[src/rtl/amp_ram.sv]
module amp_ram #(
  parameter int unsigned Width = 8,
  parameter int unsigned Depth = 16
) (
  input  logic                                        clk_i,
  input  logic                                        we_i,
  input  logic [((Depth > 1) ? $clog2(Depth) : 1)-1:0] waddr_i,
  input  logic [Width-1:0]                            wdata_i,
  input  logic                                        re_i,
  input  logic [((Depth > 1) ? $clog2(Depth) : 1)-1:0] raddr_i,
  output logic [Width-1:0]                            rdata_o
);

  logic [Width-1:0] mem_q [Depth];
  logic [Width-1:0] rdata_q;

  always_ff @(posedge clk_i) begin
    if (we_i) begin
      mem_q[waddr_i] <= wdata_i;
    end
    if (re_i) begin
      rdata_q <= mem_q[raddr_i];
    end
  end

  assign rdata_o = rdata_q;

endmodule

[config.mk]
export PLATFORM = sky130hd
export DESIGN_NAME = amp_ram
export DESIGN_NICKNAME = d
export VERILOG_FILES = /design/src/rtl/amp_ram.sv
export SDC_FILE = /design/constraint.sdc
export NUM_CORES = 1
export LEC_CHECK = 0
export ABC_AREA = 1
export CAP_MARGIN = 20
export CORE_ASPECT_RATIO = 0.75
export CORE_MARGIN = 4
export CORE_UTILIZATION = 40
export CTS_CLUSTER_SIZE = 20
export DETAILED_ROUTE_END_ITERATION = 8
export DONT_BUFFER_PORTS = 1
export GPL_TIMING_DRIVEN = 0
export PLACE_DENSITY = 0.66
export RECOVER_POWER = 50
export SYNTH_ARGS = -nofsm -noshare
export SYNTH_HDL_FRONTEND = slang
export SYNTH_SLANG_ARGS = --single-unit
[constraint.sdc]
create_clock -name clk_i -period 1.46 [get_ports clk_i]
set_clock_uncertainty 0.15 [all_clocks]
set_input_delay 0.073 -clock clk_i [delete_from_list [all_inputs] [get_ports clk_i]]
set_output_delay 0.073 -clock clk_i [all_outputs]
set_load 0.005 [all_outputs]
# ---- Word-level counts from Yosys, hierarchy flattened
# Memories as Yosys holds them, arrays and structs flattened. A register that Yosys moved wholly into a read port is not among the register bits.
# Cells that the tools add are included.
dict set report classes {
  addsub 0
  n_mul 0
  div 0
  order_cmp 0
  eq_ne 0
  n_shift 0
  muxes 2
  n_bitwise 0
  n_reduce_logical 0
}
# op n
set ops {}
lappend ops {{$mux W1} 2}
dict set report word_totals {
  regBits 0
  latchBits 0
  ram_bits 128
  rom_bits 0
  in_bits 19
  word_cells 3
  mem_count 1
}
# memory words width read_ports rd_ports_with_merged_regs write_ports line_no
set memory_table {}
lappend memory_table {mem_q 16 8 1 1 1 14} ;# logic [Width-1:0] mem_q [Depth];

# ---- Logic depth before layout (Yosys ltp)
dict set report logic_depth {
  word_depth 2
  depth_mapped 8
  mapped_depth_nobuf 7
}

# ---- Worst setup path after synthesis
# OpenSTA, ideal clock, no wires.
dict set report synth_timing {
  path_kind {input to register}
  startpoint {input port waddr_i[2] (netlist name)}
  endpoint {memory mem_q[10][0] (enable)}
  setup_ps 370
  arrival_time_ps 654
  required_time_ps 940
  path_slack_ps 286
  path_stages 2
  path_buffers 0
  cell_sequence {nand3b_1 > nor2_1}
}
# element line_no
set synth_lines {}
lappend synth_lines {{from (decl)} 7} ;# input logic [((Depth > 1) ? $clog2(Depth) : 1)-1:0] waddr_i,
lappend synth_lines {{to (decl)} 14}
# No word-level cell before the write port.

==> results.yml <==
hold_path:
  holdPathStages: 2
  hold_end: "mem_q[3][2]"
  hp-start: "we_i"
  holdCritPathClass: "primary input to flip-flop"
placement:
  dp_hpwl_mm: 9.646
  post-place-cells: 746
  port_buffers: 0
  place_congestion: 0.9100
  dp_slack_ns: -0.06200
cells_and_area:
  area_growth_pct: 16.18
  diodes: 0
  fin_util_pct: 48.43
  layoutNonFillerInstCount: 787
  fin_nets: 598
  drive_gt1_share_pct: 9.122
  fillers: 1255
synthesis:
  synth_adder_area_share_pct: 0
  synthMuxAreaShare_pct: 0
  synth_top_cell_by_area: "edfxtp_1"
  syn_area_um2: 5847
  synth.net_count: 570
  syn_area_per_cell_um2: 10.61
  synth_top_area_share_pct: 69.85
  ys_types: 11
  syn_inst: 551
  synth_top_family_by_area: "simple AND/OR/NAND/NOR gates"
  synth_area_leaders: "edfxtp_1, nand2_1, nand3_1, inv_1, buf_6"
  synthSimpleGateAreaFrac_pct: 20.76
  synth_xor_xnor_area_share_pct: 0
  yosys_warnings: 0
  synth_compound_area_share_pct: 0
  synth_seq_area_share_pct: 69.85
  ys_seq_elements: 136
drt:
  firstDrtPassIters: 5
  drt_iter0_drc: 492
  post_drt_wl_per_cell_um: 18.95
  antenna_left: 0
  wirelength_mm: 14.91
  route.detailed.drc: 0
  vias: 3914
  viasPerCell: 4.973
sta:
  maxSlewHeadroom_pct: 39.40
  hold_violations: 0
  fin_crit_sh_pct: 98.77
  max_freq_ghz: 0.6935
  tightestPinTransition_ns: 0.9057
  fin_ws_ns: 0.01799
  setup_violations: 0
  rsz0062_at_grt: "false"
  fin_crit_ns: 1.442
  finalMaxSlewViolations: 0
setup_path:
  start_kind: "flip-flop"
  worstPathArrival_ns: 1.45
  reg2reg_slack_ns: 0.02
  reg2reg_to: "rdata_o[3]"
  critPathBufInv: 1
  crit_path_frequent_cell: "nand3_1"
  rr_worst_depth: 6
  startpoint: "mem_q[1][3]"
  cpMaxStageDelayCell: "edfxtp_1"
  path_class: "flip-flop to flip-flop"
  cp_max_fo: 1
  cpPeakStageDelay_ns: 0.36
  crit_chain: "inv_1, nand2_1, nand3_1, nand3_1, nand3_1, nand2_1"
  cp.required_ns: 1.47
  worstSetupEndpointType: "flip-flop"
  r2r_start: "mem_q[1][3]"
  cp_top_family: "simple AND/OR/NAND/NOR gates"
clocking:
  postCtsSetupBuffers: 0
  clock_sinks: 136
  clockBufferDepth: 2
  numCtsBuffers: 17
  cts-resized-gates: 0
  cts_htree_levels: 4
  cts_tree: "yes"
  clk_latency_ns: 0.41
  root_buffer: "clkbuf_16"
  postCtsHoldBufs: 9
  clk_pin_slew_ns: 0.06
die:
  ios: 27
  die_w_um: 147.6
  rows: 37
  chipHeight_um: 112.7
  fp.coreArea_um2: 14030
  initial_core_util_pct: 41.68
  die_area_um2: 16640
power:
  vdd_ir_drop_max_mv: 0.9719
  leakage_nw: 2.863
  clkPwrFrac_pct: 47.1
  p_per_area_nw_per_um2: 1389
  p_total_mw: 9.433
  switching_share_pct: 21.53
  switchingPower_mw: 2.031
  combinationalPowerShare_pct: 6.0
  p_int_mw: 7.402
  seq_power_share_pct: 46.9
global_route:
  grt_pass1_vias: 3720
  grt_pass1_wl_mm: 22.15
  grt_overflow: 0
  grt_usage_pct: 18.24
  grt_max_degree: 17
  antenna_found_initial: 0
run_status:
  status: "finished, final reports clean"
run:
  drv_cap: 0
==> cell type report <==
type,instances,area [um2],area share (%)
multi-input combinational,289,1214,17.87
tap,195,244.0,3.592
clock inverter,13,178.9,2.634
sequential,136,4084,60.12
clock buffer,19,432.9,6.373
timing repair buffer,9,90.09,1.326
inverter,102,382.9,5.636
buffer,24,166.4,2.450
==> power by group through the flow <==
stage | sequential [mW] | combinational [mW] | clock, mW
floorplan | 4.50 | 0.308 | 0
global placement | 4.51 | 0.449 | 0
detailed placement | 4.51 | 0.454 | 0
CTS | 4.43 | 0.548 | 4.46
global route | 4.43 | 0.613 | 4.66
finish | 4.43 | 0.562 | 4.44
==> stage by stage <==
step | hold slack [ns] | area, um2 | TNS, ns
final | 0.02285 | 6793 | 0
after global routing | 0.04263 | 6793 | 0
after CTS | 0.01878 | 6793 | 0
after detailed placement | 0.02321 | 6091 | -2.823
after global placement | 0.02335 | 6091 | -0.5641
after floorplan | 0.02187 | 5847 | 0
==> placed cells by master, fill, tap and decap left out <==
cell	count
clkinv_4	2
nand3b_1	2
clkinv_1	1
clkbuf_1	2
buf_6	6
clkinvlp_4	3
buf_4	4
dlygate4sd3_1	9
edfxtp_1	136
clkbuf_16	17
nand3_1	97
clkinv_2	3
buf_1	1
inv_2	2
inv_1	100
nand2_1	173
bufinv_16	4
nor2_1	17
buf_2	13
==> synthesized netlist by cell type <==
master / n
nor2_1: 17
edfxtp_1: 136
inv_1: 100
buf_2: 13
nand2_1: 173
buf_4: 4
buf_1: 1
nand3_1: 97
buf_6: 6
inv_2: 2
nand3b_1: 2
==> state kept, by name (all words and copies together) (netlist names) <==
register	count
mem_q	128
rdata_o	8
==> how the worst max path moves through the flow <==
stage / slack (ns) / end / depth (start not counted)
floorplan: 0.29 / mem_q[10][0] / 2
global placement: -0.02 / mem_q[8][5] / 2
detailed placement: -0.06 / mem_q[10][0] / 2
CTS: 0.11 / rdata_o[3] / 6
global route: 0.005 / rdata_o[3] / 6
finish: 0.02 / rdata_o[3] / 6
==> layer usage <==
metal	vias to the layer above	wire length (um)	global-route usage (%)
li1	1841	-	-
met1	1859	6958	27.74
met2	204	6226	25.72
met3	10	1624	5.164
met4	0	104	4.718
met5	-	0	0
==> worst reg2reg max path: stages, from the launching register on <==
cell and delay (ns):
edfxtp_1 0.36, inv_1 0.06, nand2_1 0.11, nand3_1 0.12, nand3_1 0.14, nand3_1 0.16
nand2_1 0.09
==> logic make-up (layout without fill, tap and decap cells) <==
kind of cell           Yosys count  in the layout
AND/OR/NAND/NOR                289            289
flip-flops                     136            136
buffers and inverters          126            167
Note: power is estimated with default switching activity, not from simulation.
