===== config.mk =====
export PLATFORM = sky130hd
export DESIGN_NAME = amp_div
export DESIGN_NICKNAME = d
export VERILOG_FILES = /design/src/rtl/amp_pkg.sv /design/src/rtl/amp_div.sv
export SDC_FILE = /design/constraint.sdc
export NUM_CORES = 1
export LEC_CHECK = 0
export BUFFER_PORTS_ARGS = -buffer_cell sky130_fd_sc_hd__buf_2
export CAP_MARGIN = 20
export CORE_UTILIZATION = 40
export CTS_CLUSTER_DIAMETER = 30
export CTS_CLUSTER_SIZE = 24
export DETAILED_ROUTE_END_ITERATION = 10
export SLEW_MARGIN = 40
export SYNTH_ARGS = -nofsm -noshare
export SYNTH_HDL_FRONTEND = slang
export SYNTH_SLANG_ARGS = --single-unit

===== constraint.sdc =====
create_clock -name clk_i -period 3.4 [get_ports clk_i]
set_clock_uncertainty 0.1 [all_clocks]
set_input_delay 0.68 -clock clk_i [delete_from_list [all_inputs] [get_ports clk_i]]
set_output_delay 0.68 -clock clk_i [all_outputs]
set_load 0.1 [all_outputs]

===== src/rtl/amp_pkg.sv =====
package amp_pkg;

  localparam int unsigned MAX_INNER    = 1024;
  localparam int unsigned MAX_POOL_LEN = 256;
  localparam int unsigned MAX_GROUPS   = 65536;
  localparam int unsigned SAMPLE_BITS  = 16;

  localparam int unsigned SUM_W      = SAMPLE_BITS + 8;
  localparam int unsigned LEN_W      = 9;
  localparam int unsigned INNER_W    = 11;
  localparam int unsigned GROUPS_W   = 17;
  localparam int unsigned AXIS_W     = 8;
  localparam int unsigned GROUP_W    = 16;
  localparam int unsigned FLAT_W     = 32;
  localparam int unsigned ELEM_OUT_W = 10;
  localparam int unsigned ENTRY_W    = SUM_W + AXIS_W + FLAT_W;
  localparam int unsigned OUT_USED_W = SAMPLE_BITS + AXIS_W + FLAT_W + ELEM_OUT_W + GROUP_W;
  localparam int unsigned TDATA_W    = ((OUT_USED_W + 7) / 8) * 8;
  localparam int unsigned CFG_AW     = 4;
  localparam int unsigned CFG_DW     = 32;
  localparam int unsigned DIV_CNT_W  = $clog2(SUM_W + 1);

  localparam logic [1:0] REG_POOL_MODE   = 2'd0;
  localparam logic [1:0] REG_POOL_LENGTH = 2'd1;
  localparam logic [1:0] REG_INNER_SIZE  = 2'd2;
  localparam logic [1:0] REG_GROUP_COUNT = 2'd3;

  localparam logic MODE_MAX = 1'b0;
  localparam logic MODE_AVG = 1'b1;

  typedef struct packed {
    logic             start;
    logic [SUM_W-1:0] dividend;
    logic [LEN_W-1:0] divisor;
  } div_req_t;

  typedef struct packed {
    logic             done;
    logic [SUM_W-1:0] quotient;
  } div_rsp_t;

endpackage


===== src/rtl/amp_div.sv =====
module amp_div (
  input  logic               clk_i,
  input  logic               rst_ni,
  input  amp_pkg::div_req_t  req_i,
  output amp_pkg::div_rsp_t  rsp_o
);

  logic [amp_pkg::LEN_W-1:0]     rem_q, rem_d;
  logic [amp_pkg::SUM_W-1:0]     quo_q, quo_d;
  logic [amp_pkg::LEN_W-1:0]     dvs_q;
  logic [amp_pkg::DIV_CNT_W-1:0] cnt_q, cnt_d;
  logic                          done_q, done_d;
  logic [amp_pkg::LEN_W:0]       rem_sh;
  logic [amp_pkg::LEN_W:0]       diff;
  logic                          fits;

  assign rem_sh = {rem_q, quo_q[amp_pkg::SUM_W-1]};
  assign diff   = rem_sh - {1'b0, dvs_q};
  assign fits   = rem_sh >= {1'b0, dvs_q};

  always_comb begin
    rem_d  = rem_q;
    quo_d  = quo_q;
    cnt_d  = cnt_q;
    done_d = 1'b0;
    if (req_i.start) begin
      rem_d = '0;
      quo_d = req_i.dividend;
      cnt_d = amp_pkg::DIV_CNT_W'(amp_pkg::SUM_W);
    end else if (cnt_q != '0) begin
      rem_d  = fits ? diff[amp_pkg::LEN_W-1:0] : rem_sh[amp_pkg::LEN_W-1:0];
      quo_d  = {quo_q[amp_pkg::SUM_W-2:0], fits};
      cnt_d  = cnt_q - amp_pkg::DIV_CNT_W'(1);
      done_d = (cnt_q == amp_pkg::DIV_CNT_W'(1));
    end
  end

  always_ff @(posedge clk_i or negedge rst_ni) begin
    if (!rst_ni) begin
      cnt_q  <= '0;
      done_q <= 1'b0;
    end else begin
      cnt_q  <= cnt_d;
      done_q <= done_d;
    end
  end

  always_ff @(posedge clk_i) begin
    rem_q <= rem_d;
    quo_q <= quo_d;
    if (req_i.start) begin
      dvs_q <= req_i.divisor;
    end
  end

  assign rsp_o.done     = done_q;
  assign rsp_o.quotient = quo_q;

endmodule


## Word-level counts from Yosys, hierarchy flattened

Index checks and enable logic that the tools add are counted.

- Register bits after elaboration: 48
- Output and inout bits: 25
- Word-level logic and storage cells: 18
- Input bits: 36

- Reduce and logical (&&, ||, !) cells: 2
- Add/subtract/negate cells: 2
- Equality and inequality tests: 1
- Magnitude comparators: 1
- Mux-type cells: 7

Operator list:

| operator | number |
|---|---|
| $mux W24 | 2 |
| $ge A10 B9 Y1 | 1 |
| $mux W5 | 2 |
| $mux W9 | 1 |
| $sub A9 B9 Y9 | 1 |
| $eq A5 B1 Y1 const B | 1 |
| $reduce_bool A5 Y1 | 1 |
| $sub A5 B1 Y5 const B | 1 |
| $mux W1 | 2 |
| $reduce_bool A2 Y1 | 1 |

## Depth between registers and ports, before layout

Gate-level depths: netlist of run 1.

- Depth in word-level cells: 3
- Mapped depth: 9

## Worst setup path before layout of run 1

OpenSTA, ideal clock, no wires.

- Path type: reg-to-reg
- Start point: reg quo_q[23] in the netlist's numbering
- End point: reg rem_q[0] in the netlist's numbering
- Data required time: 3221 ps
- Path buffers: 0
- Cell stages (with the launch flop): 10
- Library setup time: 79 ps
- Data arrival time: 2756 ps
- Setup slack: 465 ps
- Period minus slack after synthesis: 2935 ps
- Path through: edfxtp_1 > inv_1 > ha_1 > inv_1 > fa_1 > a211oi_2 > o211a_4 > o21a_4 > mux2_4 > a211oi_2

- Cells in the longest elaborated chain, start to end: 2
- Elaborated cells on any way between the ends: 3
- Those cells by class: add/sub: 1; order compare: 1; mux: 1

Ends and longest elaborated chain:

| what | RTL line | source |
|---|---|---|
| from (decl) | amp_div.sv:9 | `logic [amp_pkg::SUM_W-1:0] quo_q, quo_d;` |
| from (signal assigned) | amp_div.sv:50 | `quo_q <= quo_d;` |
| $sub A9 B9 Y9 / $ge A10 B9 Y1 (equally long branches) | amp_div.sv:18, amp_div.sv:19 |  |
| $mux W9 * | amp_div.sv:31 | `rem_d = fits ? diff[amp_pkg::LEN_W-1:0] : rem_sh[amp_pkg::LEN_W-1:0];` |
| to (signal assigned) | amp_div.sv:49 | `rem_q <= rem_d;` |
| to (decl) | amp_div.sv:8 | `logic [amp_pkg::LEN_W-1:0] rem_q, rem_d;` |

Mark *: on every way between the ends. The rest lies on a longest branch, timed or not.
A chain may end at the register's enable or synchronous reset.

## Worst setup path after layout of run 1

Ends and elaborated chain as after synthesis.

==> flow_summary.toml, run 1 <==
[synthesis]
synth_nets = 245
avgSynthCellArea_sq_um = 12.61
ys_warn_count = 0
ys_ff_latch = 48
async_reset_ff_share_pct = 12.50
ys_types = 44
synth_edf_count = 33
syn_area_sq_um = 2472
ys_seq_area_share_pct = 53.44
syn_inst = 196
synth_ff_type = "edfxtp_1"

[cells_and_area]
final_common_cell = "buf_2"
antenna_cells = 0
drive_gt1_share_pct = 38.85
final_cell_mix = "buf_2, edfxtp_1, mux2_2"
area_delta_synth_final_pct = 19.08
final_nets = 308
final_area_sq_um = 2944
n_fill_cell = 581

[place]
postPlaceCellArea_sq_um = 2859
port_buffers = 60
place_congestion = 0.8337
place_hpwl_um = 3543

[clocking]
clk_path_buf_depth = 2
cts_tree = "built"
clock_latency_ps = 300
postCtsSetupRepairBufs = 0
clkTransAtPathRegs_ps = 90
holdBufCountCts = 0
ctsRootBufferMaster = "clkbuf_8"
numCtsBuffers = 5
post_cts_resized = 0
clkSinkCount = 48
h-tree-depth = 2

[setup_path]
worst_setup_path_start_kind = "flip-flop"
crit_arrival_ps = 2690
required_ps = 3530
r2r_cells = 9
crit_path_end_kind = "flip-flop"
critical_path_class = "flip-flop to flip-flop"
cp_max_fo = 6

[power_and_ir_drop]
p_leak_nw = 1.296
ir_drop_uv = 316.0
cellPowerDensity_nw_per_um2 = 717.8

[timing]
fmax_mhz = 389.9
setup_violations = 0
hold_viol_final = 0
setup_tns_ps = 0
relSlewSlack_pct = 59.80
rsz0062_at_grt = "false"
min_period_ps = 2565
slew_violations = 0
worst_slew_pin_slew_ps = 601.6
period_share_pct = 75.44

[grt]
gr-usage-met2_pct = 25.76
track_usage_pct = 16.52
grt_max_degree = 26
use_met3_pct = 3.864
grt_pass1_wl_um = 7941
grt_overflow = 0
met1_usage_pct = 22.47
antenna_found_initial = 0
busiest_layer = "met2"
grt_pass1_vias = 1613

[die]
core_sq_um = 5956
dieArea_sq_um = 6500
die_h_um = 80.62
start_util_pct = 41.51
pin_count = 61
core.rowCount = 28
die-width_um = 80.62

[drt]
wire_per_inst_um = 14.39
drc = 0
vias_per_cell = 5.051
drt_first_iter_violations = 49
dr.pass1.iters = 4
dr_total_vias = 1692
routed_wl_um = 4820
final_antenna_net_count = 0

[outcome]
status = "finished clean"

[job]
drv_cap = 0

[min_path]
hold_path.class = "primary input to asynchronous set/reset pin"
==> synthesized netlist by cell type, types with 3 or more instances <==
master | count | share of area [%]
edfxtp_1 | 33 | 40
mux2_2 | 24 | 11
inv_1 | 15 | 2.3
nor2_1 | 13 | 2.0
ha_1 | 12 | 6.1
dfxtp_1 | 9 | 7.3
a21oi_1 | 8 | 1.6
nand2_1 | 8 | 1.2
a211oi_1 | 6 | 1.8
clkbuf_1 | 6 | 0.91
dfrtp_1 | 6 | 6.1
mux2i_1 | 6 | 2.4
xor2_1 | 4 | 1.4
a211oi_2 | 3 | 1.5
nor3_1 | 3 | 0.61
o21ai_0 | 3 | 0.61
o31ai_1 | 3 | 0.91
==> stage by stage <==
| stage | hold slack (ps) | power (mW) | utilization, % | cells | worst slack, ps |
|---|---|---|---|---|---|
| 2_1_floorplan | 284.4 | 1.618 | - | 196 | 464.9 |
| 3_3_place_gp | 391.7 | 1.783 | 48.00 | 327 | 925.7 |
| 4_1_cts | 84.14 | 2.128 | 49.43 | 335 | 840.5 |
| 3_5_place_dp | 403.5 | 1.787 | 48.00 | 327 | 870.5 |
| 5_1_grt | 82.85 | 2.240 | 49.43 | 335 | 692.5 |
| 6_report | 85.79 | 2.113 | 49.43 | 335 | 835.0 |
==> critical path: stages, from the launching register on <==
cell	delay (ps)
edfxtp_1	390
inv_1	90
ha_1	190
inv_1	60
fa_1	410
a211oi_2	340
o211a_4	240
o21a_4	160
mux2_4	300
a211oi_2	210
==> state kept, by name, indices dropped and copies added (netlist names) <==
register and count:
done_q 1, quo_q 24, cnt_q 5, rem_q 9, dvs_q 9
==> cell families (layout without fill, tap and decap cells) <==
family,after synthesis,in the layout,share of synthesized area [%]
adders and majority gates,13,13,6.882
buffers and inverters,22,86,3.492
DFF,48,48,53.44
AOI/OAI and AO/OA,39,39,12.70
and+or+nand+nor,37,37,7.389
xor gates and xnor gates,6,6,2.125
muxes,31,31,13.97
==> worst paths after layout <==
| kind | startpoint | endpoint | slack (ps) |
|---|---|---|---|
| setup / recovery | quo_q[23]$_DFFE_PP_ | rem_q[0]$_SDFFE_PP0P_ | 830 |
| hold / removal | rst_ni | cnt_q[1]$_DFFE_PN0P_ | 90 |
| setup reg to reg | quo_q[23]$_DFFE_PP_ | rem_q[0]$_SDFFE_PP0P_ | 830 |
| hold reg to reg | rem_q[8]$_SDFFE_PP0P_ | rem_q[8]$_SDFFE_PP0P_ | 420 |
| max in group asynchronous | rst_ni | cnt_q[2]$_DFFE_PN0P_ | 2970 |
| min in group clk_i | rem_q[8]$_SDFFE_PP0P_ | rem_q[8]$_SDFFE_PP0P_ | 420 |
==> per-layer routing <==
layer / vias up / share of wire, %
met2: 44 / 46
li1: 851 / -
met1: 789 / 48
met5: - / 0
met3: 8 / 4.1
met4: 0 / 1.5
==> cell type report <==
type / count / area, sq um / area share [%]
clock buffers: 6 / 72.57 / 2.465
clock inverters: 2 / 12.51 / 0.4250
inverters: 15 / 56.30 / 1.912
multi-input cells: 126 / 1065 / 36.17
flip-flops and latches: 48 / 1321 / 44.88
well taps: 75 / 93.84 / 3.187
repair buffers: 63 / 322.8 / 10.96
==> where the power goes <==
| group | total (mW) | switching, mW | internal, mW |
|---|---|---|---|
| sequential | 0.804 | 0.0692 | 0.735 |
| combinational | 0.974 | 0.634 | 0.339 |
| clock | 0.336 | 0.191 | 0.144 |
(Power assumes the default switching activity.)
==> run 2, diff against run 1 <==
Settings changed: PLACE_DENSITY set to 0.65.
Clock period 3.4 ns to 2.1 ns, I/O delays scaled along.
==> flow_summary.toml, run 2 (synthesized netlist as in run 1, its figures left out) <==
[setup_path]
cp_num_buf_inv = 2
crit_arrival_ps = 2380
cp_top_family = "compound AO/OA/AOI/OAI gates"
r2r_start = "quo_q[23]$_DFFE_PP_"
r2r_end = "rem_q[0]$_SDFFE_PP0P_"
slowest_delay_ps = 410
path_cells = "inv_2 -> ha_4 -> inv_2 -> fa_2 -> a211oi_4 -> o211a_4 -> o21a_4 -> mux2_4 -> a211oi_2"
crit_path_end_kind = "flip-flop"
cp_common_cell = "inv_2"
worst_setup_path_start_kind = "flip-flop"
rrSetupSlack_ps = -150
cp_max_fo = 4
critPathCapture = "rem_q[0]$_SDFFE_PP0P_"
crit_start = "quo_q[23]$_DFFE_PP_"
critical_path_class = "flip-flop to flip-flop"
path_depth = 9
slowest_stage = "edfxtp_1"
r2r_cells = 9
required_ps = 2230

[die]
start_util_pct = 41.51
dieArea_sq_um = 6500
core.rowCount = 28
die-width_um = 80.62
core_sq_um = 5956
die_h_um = 80.62
pin_count = 61

[job]
drv_cap = 0

[cells_and_area]
fin_util_pct = 53.63
largest_reg_flops = 24
final_cell_mix = "buf_2, edfxtp_1, mux2_2"
largestRegisters = "quo_q (24), dvs_q (9), rem_q (9)"
final_area_sq_um = 3194
final_nets = 330
final_common_cell = "buf_2"
area_delta_synth_final_pct = 29.20
regMostFlops = "quo_q"
antenna_cells = 0
stdcell_count = 357
drive_gt1_share_pct = 45.39
n_fill_cell = 565

[timing]
relSlewSlack_pct = 67.30
fmax_mhz = 444.0
period_share_pct = 107.2
slew_violations = 0
min_period_ps = 2252
rsz0062_at_grt = "true"
hold_viol_final = 0
setup_violations = 7
worst_slew_pin_slew_ps = 493.9
worst_slack_ps = -152.2

[clocking]
numCtsBuffers = 5
clkSinkCount = 48
clock_latency_ps = 300
h-tree-depth = 2
cts_tree = "built"
clk_path_buf_depth = 2
clkTransAtPathRegs_ps = 90
ctsRootBufferMaster = "clkbuf_8"

[drt]
routed_wl_um = 4984
dr.pass1.iters = 4
final_antenna_net_count = 0
dr_total_vias = 1763
wire_per_inst_um = 13.96
vias_per_cell = 4.938
drt_first_iter_violations = 106
drc = 0

[place]
preCtsSetupSlack_ps = -220.4
postPlaceCellArea_sq_um = 3013
place_hpwl_um = 3636
place_congestion = 0.8086
placed_cells = 343
port_buffers = 60

[grt]
met1_usage_pct = 22.40
busiest_layer = "met2"
use_met3_pct = 3.068
grt_pass1_vias = 1734
gr-usage-met2_pct = 27.71
grt_overflow = 0
track_usage_pct = 16.89
grt_pass1_wl_um = 8252
grt_max_degree = 29
antenna_found_initial = 0

[power_and_ir_drop]
p_comb_share_pct = 47.8
power_switching_mw = 1.513
p_leak_nw = 1.431
seq_power_share_pct = 34.6
ir_drop_uv = 776.5
intPower_mw = 2.258
sw_frac_of_total_pct = 40.12
power.total_mw = 3.771
clkPwrFrac_pct = 17.6
cellPowerDensity_nw_per_um2 = 1181

[outcome]
status = "finished with violations"
violations = "setup timing"

[min_path]
hold_path.class = "primary input to flip-flop"
hold_start = "req_i[4]"
## run 2: cell count changes in the layout (fill, tap and decap cells not counted), moves of 2 or more
cell	before	now
inv_1	15	13
inv_2	0	2
buf_4	3	22
buf_12	0	2
## run 2: cell type report
cell class,count,area [sq um],area share [%]
Multi-Input combinational cell,126,1096,34.31
Timing Repair Buffer,85,515.5,16.14
Inverter,15,56.30,1.763
Clock buffer,5,68.82,2.154
Sequential cell,48,1321,41.36
Tap cell,75,93.84,2.938
Clock inverter,3,42.54,1.332
## run 2: metrics by stage
stage | TNS [ps] | hold slack (ps)
6_report | -476.2 | 190.2
2_1_floorplan | -5609 | 24.41
4_1_cts | -796.8 | 183.2
3_5_place_dp | -1252 | 149.9
5_1_grt | -1372 | 179.5
3_3_place_gp | -627.3 | 152.1
## run 2: how the worst min path moves through the flow
stage	to	slack, ps	depth (start not counted)
6_report	dvs_q[4]$_DFFE_PP_	190	1
5_1_grt	dvs_q[7]$_DFFE_PP_	180	1
4_1_cts	dvs_q[8]$_DFFE_PP_	180	1
3_5_place_dp	cnt_q[1]$_DFFE_PN0P_	150	1
3_3_place_gp	cnt_q[1]$_DFFE_PN0P_	150	1
2_1_floorplan	cnt_q[0]$_DFFE_PN0P_	20	0
## run 2: power groups by stage
stage / sequential (mW) / combinational [mW] / clock [mW]
final: 1.31 / 1.80 / 0.665
after global placement: 1.32 / 1.72 / 0
after global routing: 1.33 / 1.94 / 0.717
after detailed placement: 1.32 / 1.74 / 0
after CTS: 1.30 / 1.77 / 0.691
after floorplan: 1.77 / 0.858 / 0
## run 2: what timing repair did
item | CTS | global route
gates cloned | 0 | 0
endpoints found under the hold margin | 6 | 0
buffers inserted | 3 | 2
pin swaps | 5 | 2
hold buffers | 1 | 0
gates resized for setup | 3 | 1
endpoints found under the setup margin | 10 | 10
## run 2: layer usage
metal | vias up | wire, um | share of wire [%]
met5 | - | 0 | 0
met4 | 0 | 43 | 0.86
met3 | 4 | 189 | 3.8
met2 | 41 | 2392 | 48
met1 | 821 | 2358 | 47
li1 | 897 | - | -
==> run 3, diff against run 2 <==
Settings changed: BUFFER_PORTS_ARGS -buffer_cell sky130_fd_sc_hd__buf_2 to not set, DONT_BUFFER_PORTS set to 1, PLACE_DENSITY 0.65 to not set.
==> flow_summary.toml, run 3 (synthesized netlist as in run 1, its figures left out) <==
[clocking]
clkSinkCount = 48
clock_latency_ps = 310
clkTransAtPathRegs_ps = 90
h-tree-depth = 2
clk_path_buf_depth = 2
cts_tree = "built"
ctsRootBufferMaster = "clkbuf_8"
numCtsBuffers = 5

[grt]
grt_max_degree = 47
track_usage_pct = 16.34
antenna_found_initial = 0
grt_pass1_vias = 1629
grt_pass1_wl_um = 7817
grt_overflow = 0

[timing]
min_period_ps = 2291
fmax_mhz = 436.4
relSlewSlack_pct = 74.77
period_share_pct = 109.1
setup_violations = 10
hold_viol_final = 0
worst_slack_ps = -191.4
slew_violations = 0
rsz0062_at_grt = "true"
worst_slew_pin_slew_ps = 376.2

[drt]
wl_met1_um = 2386
dr.pass1.iters = 4
wl_met2_um = 2317
drc = 0
wire_per_inst_um = 15.70
vias_per_cell = 5.267
drt_first_iter_violations = 54
dr.max_layer_used = "met4"
final_antenna_net_count = 0
dr_total_vias = 1675
routed_wl_um = 4992
wl_met3_um = 170

[place]
port_buffers = 0
postPlaceCellArea_sq_um = 2853
place_hpwl_um = 3467
place_congestion = 0.8353
preCtsSetupSlack_ps = -288.0

[cells_and_area]
largestRegisters = "quo_q (24), dvs_q (9), rem_q (9)"
antenna_cells = 0
n_fill_cell = 544
regMostFlops = "quo_q"
final_area_sq_um = 3022
final_nets = 291
drive_gt1_share_pct = 37.86
final_common_cell = "buf_4"
final_cell_mix = "buf_4, edfxtp_1, mux2_2"
area_delta_synth_final_pct = 22.22
largest_reg_flops = 24

[setup_path]
slowest_delay_ps = 420
crit_arrival_ps = 2420
cp_common_cell = "inv_2"
r2r_start = "quo_q[23]$_DFFE_PP_"
slowest_stage = "edfxtp_1"
cp_top_family = "compound AO/OA/AOI/OAI gates"
required_ps = 2230
path_cells = "inv_2 -> ha_4 -> inv_2 -> fa_2 -> a211oi_4 -> o211a_4 -> o21a_4 -> mux2_4 -> a211oi_2"
critical_path_class = "flip-flop to flip-flop"
rrSetupSlack_ps = -190
r2r_end = "rem_q[0]$_SDFFE_PP0P_"
r2r_cells = 9
cp_max_fo = 4
crit_path_end_kind = "flip-flop"
worst_setup_path_start_kind = "flip-flop"
cp_num_buf_inv = 2

[outcome]
status = "finished with violations"
violations = "setup timing"

[die]
pin_count = 61
die-width_um = 80.62
dieArea_sq_um = 6500
start_util_pct = 41.51
die_h_um = 80.62
core.rowCount = 28
core_sq_um = 5956

[power_and_ir_drop]
sw_frac_of_total_pct = 41.37
p_comb_share_pct = 49.9
p_leak_nw = 1.272
ir_drop_uv = 563.7
clkPwrFrac_pct = 15.0
intPower_mw = 2.152
cellPowerDensity_nw_per_um2 = 1215
power_switching_mw = 1.518
seq_power_share_pct = 35.1

[min_path]
whs_path_depth = 1
whs_endpoint = "rem_q[5]$_SDFFE_PP0P_"
hold_start = "req_i[33]"
hold_path.class = "primary input to flip-flop"

[job]
drv_cap = 0
-- run 3: layer usage --
layer	vias up	track usage, %
met5	-	0
met4	0	8.393
met2	29	24.75
met1	825	21.55
li1	812	-
met3	9	3.864
-- run 3: worst max-delay path by stage --
stage                     slack [ps]  cells past startpoint                start               endpoint
after CTS                       -250                      9  quo_q[23]$_DFFE_PP_  rem_q[0]$_SDFFE_PP0P_
after global placement          -200                      9  quo_q[23]$_DFFE_PP_  rem_q[0]$_SDFFE_PP0P_
after detailed placement        -290                      9  quo_q[23]$_DFFE_PP_  rem_q[0]$_SDFFE_PP0P_
after floorplan                 -700                      9  quo_q[23]$_DFFE_PP_  rem_q[0]$_SDFFE_PP0P_
after global routing            -270                      9  quo_q[23]$_DFFE_PP_  rem_q[0]$_SDFFE_PP0P_
final                           -190                      9  quo_q[23]$_DFFE_PP_  rem_q[0]$_SDFFE_PP0P_
-- run 3: through the flow --
step	utilization (%)	hold slack [ps]	total power, mW	cells	TNS [ps]
finish	50.74	83.65	3.671	318	-998.7
global route	50.74	58.07	3.884	318	-2061
CTS	50.21	61.41	3.649	316	-1433
detailed placement	47.90	24.58	3.021	305	-1976
global placement	47.90	24.56	3.002	305	-979.1
floorplan	-	24.41	2.625	196	-5609
-- run 3: worst reg2reg max path: stages (launching register included) --
cell	delay (ps)
edfxtp_1	420
inv_2	100
ha_4	130
inv_2	30
fa_2	360
a211oi_4	250
o211a_4	210
o21a_4	150
mux2_4	300
a211oi_2	160
-- run 3: power by group through the flow --
stage | sequential [mW] | clock (mW) | combinational, mW
floorplan | 1.77 | 0 | 0.858
global placement | 1.30 | 0 | 1.70
detailed placement | 1.30 | 0 | 1.72
CTS | 1.29 | 0.578 | 1.78
global route | 1.31 | 0.603 | 1.97
finish | 1.29 | 0.550 | 1.83
-- run 3: layout make-up --
class	count	area (sq um)	area share (%)
clock buffer	5	68.82	2.277
clock inverter	3	18.77	0.6211
inverter	15	56.30	1.863
multi-input combinational	126	1111	36.77
sequential	48	1321	43.73
tap	75	93.84	3.106
timing repair buffer	46	351.6	11.64
-- run 3: timing repair --
item                                    4_1_cts  5_1_grt
cloned                                        0        0
pin swaps                                     6        3
gates resized for setup                       5        3
hold buffers                                  1        0
endpoints found under the setup margin       10       10
endpoints found under the hold margin         6        0
setup buffers                                 2        2
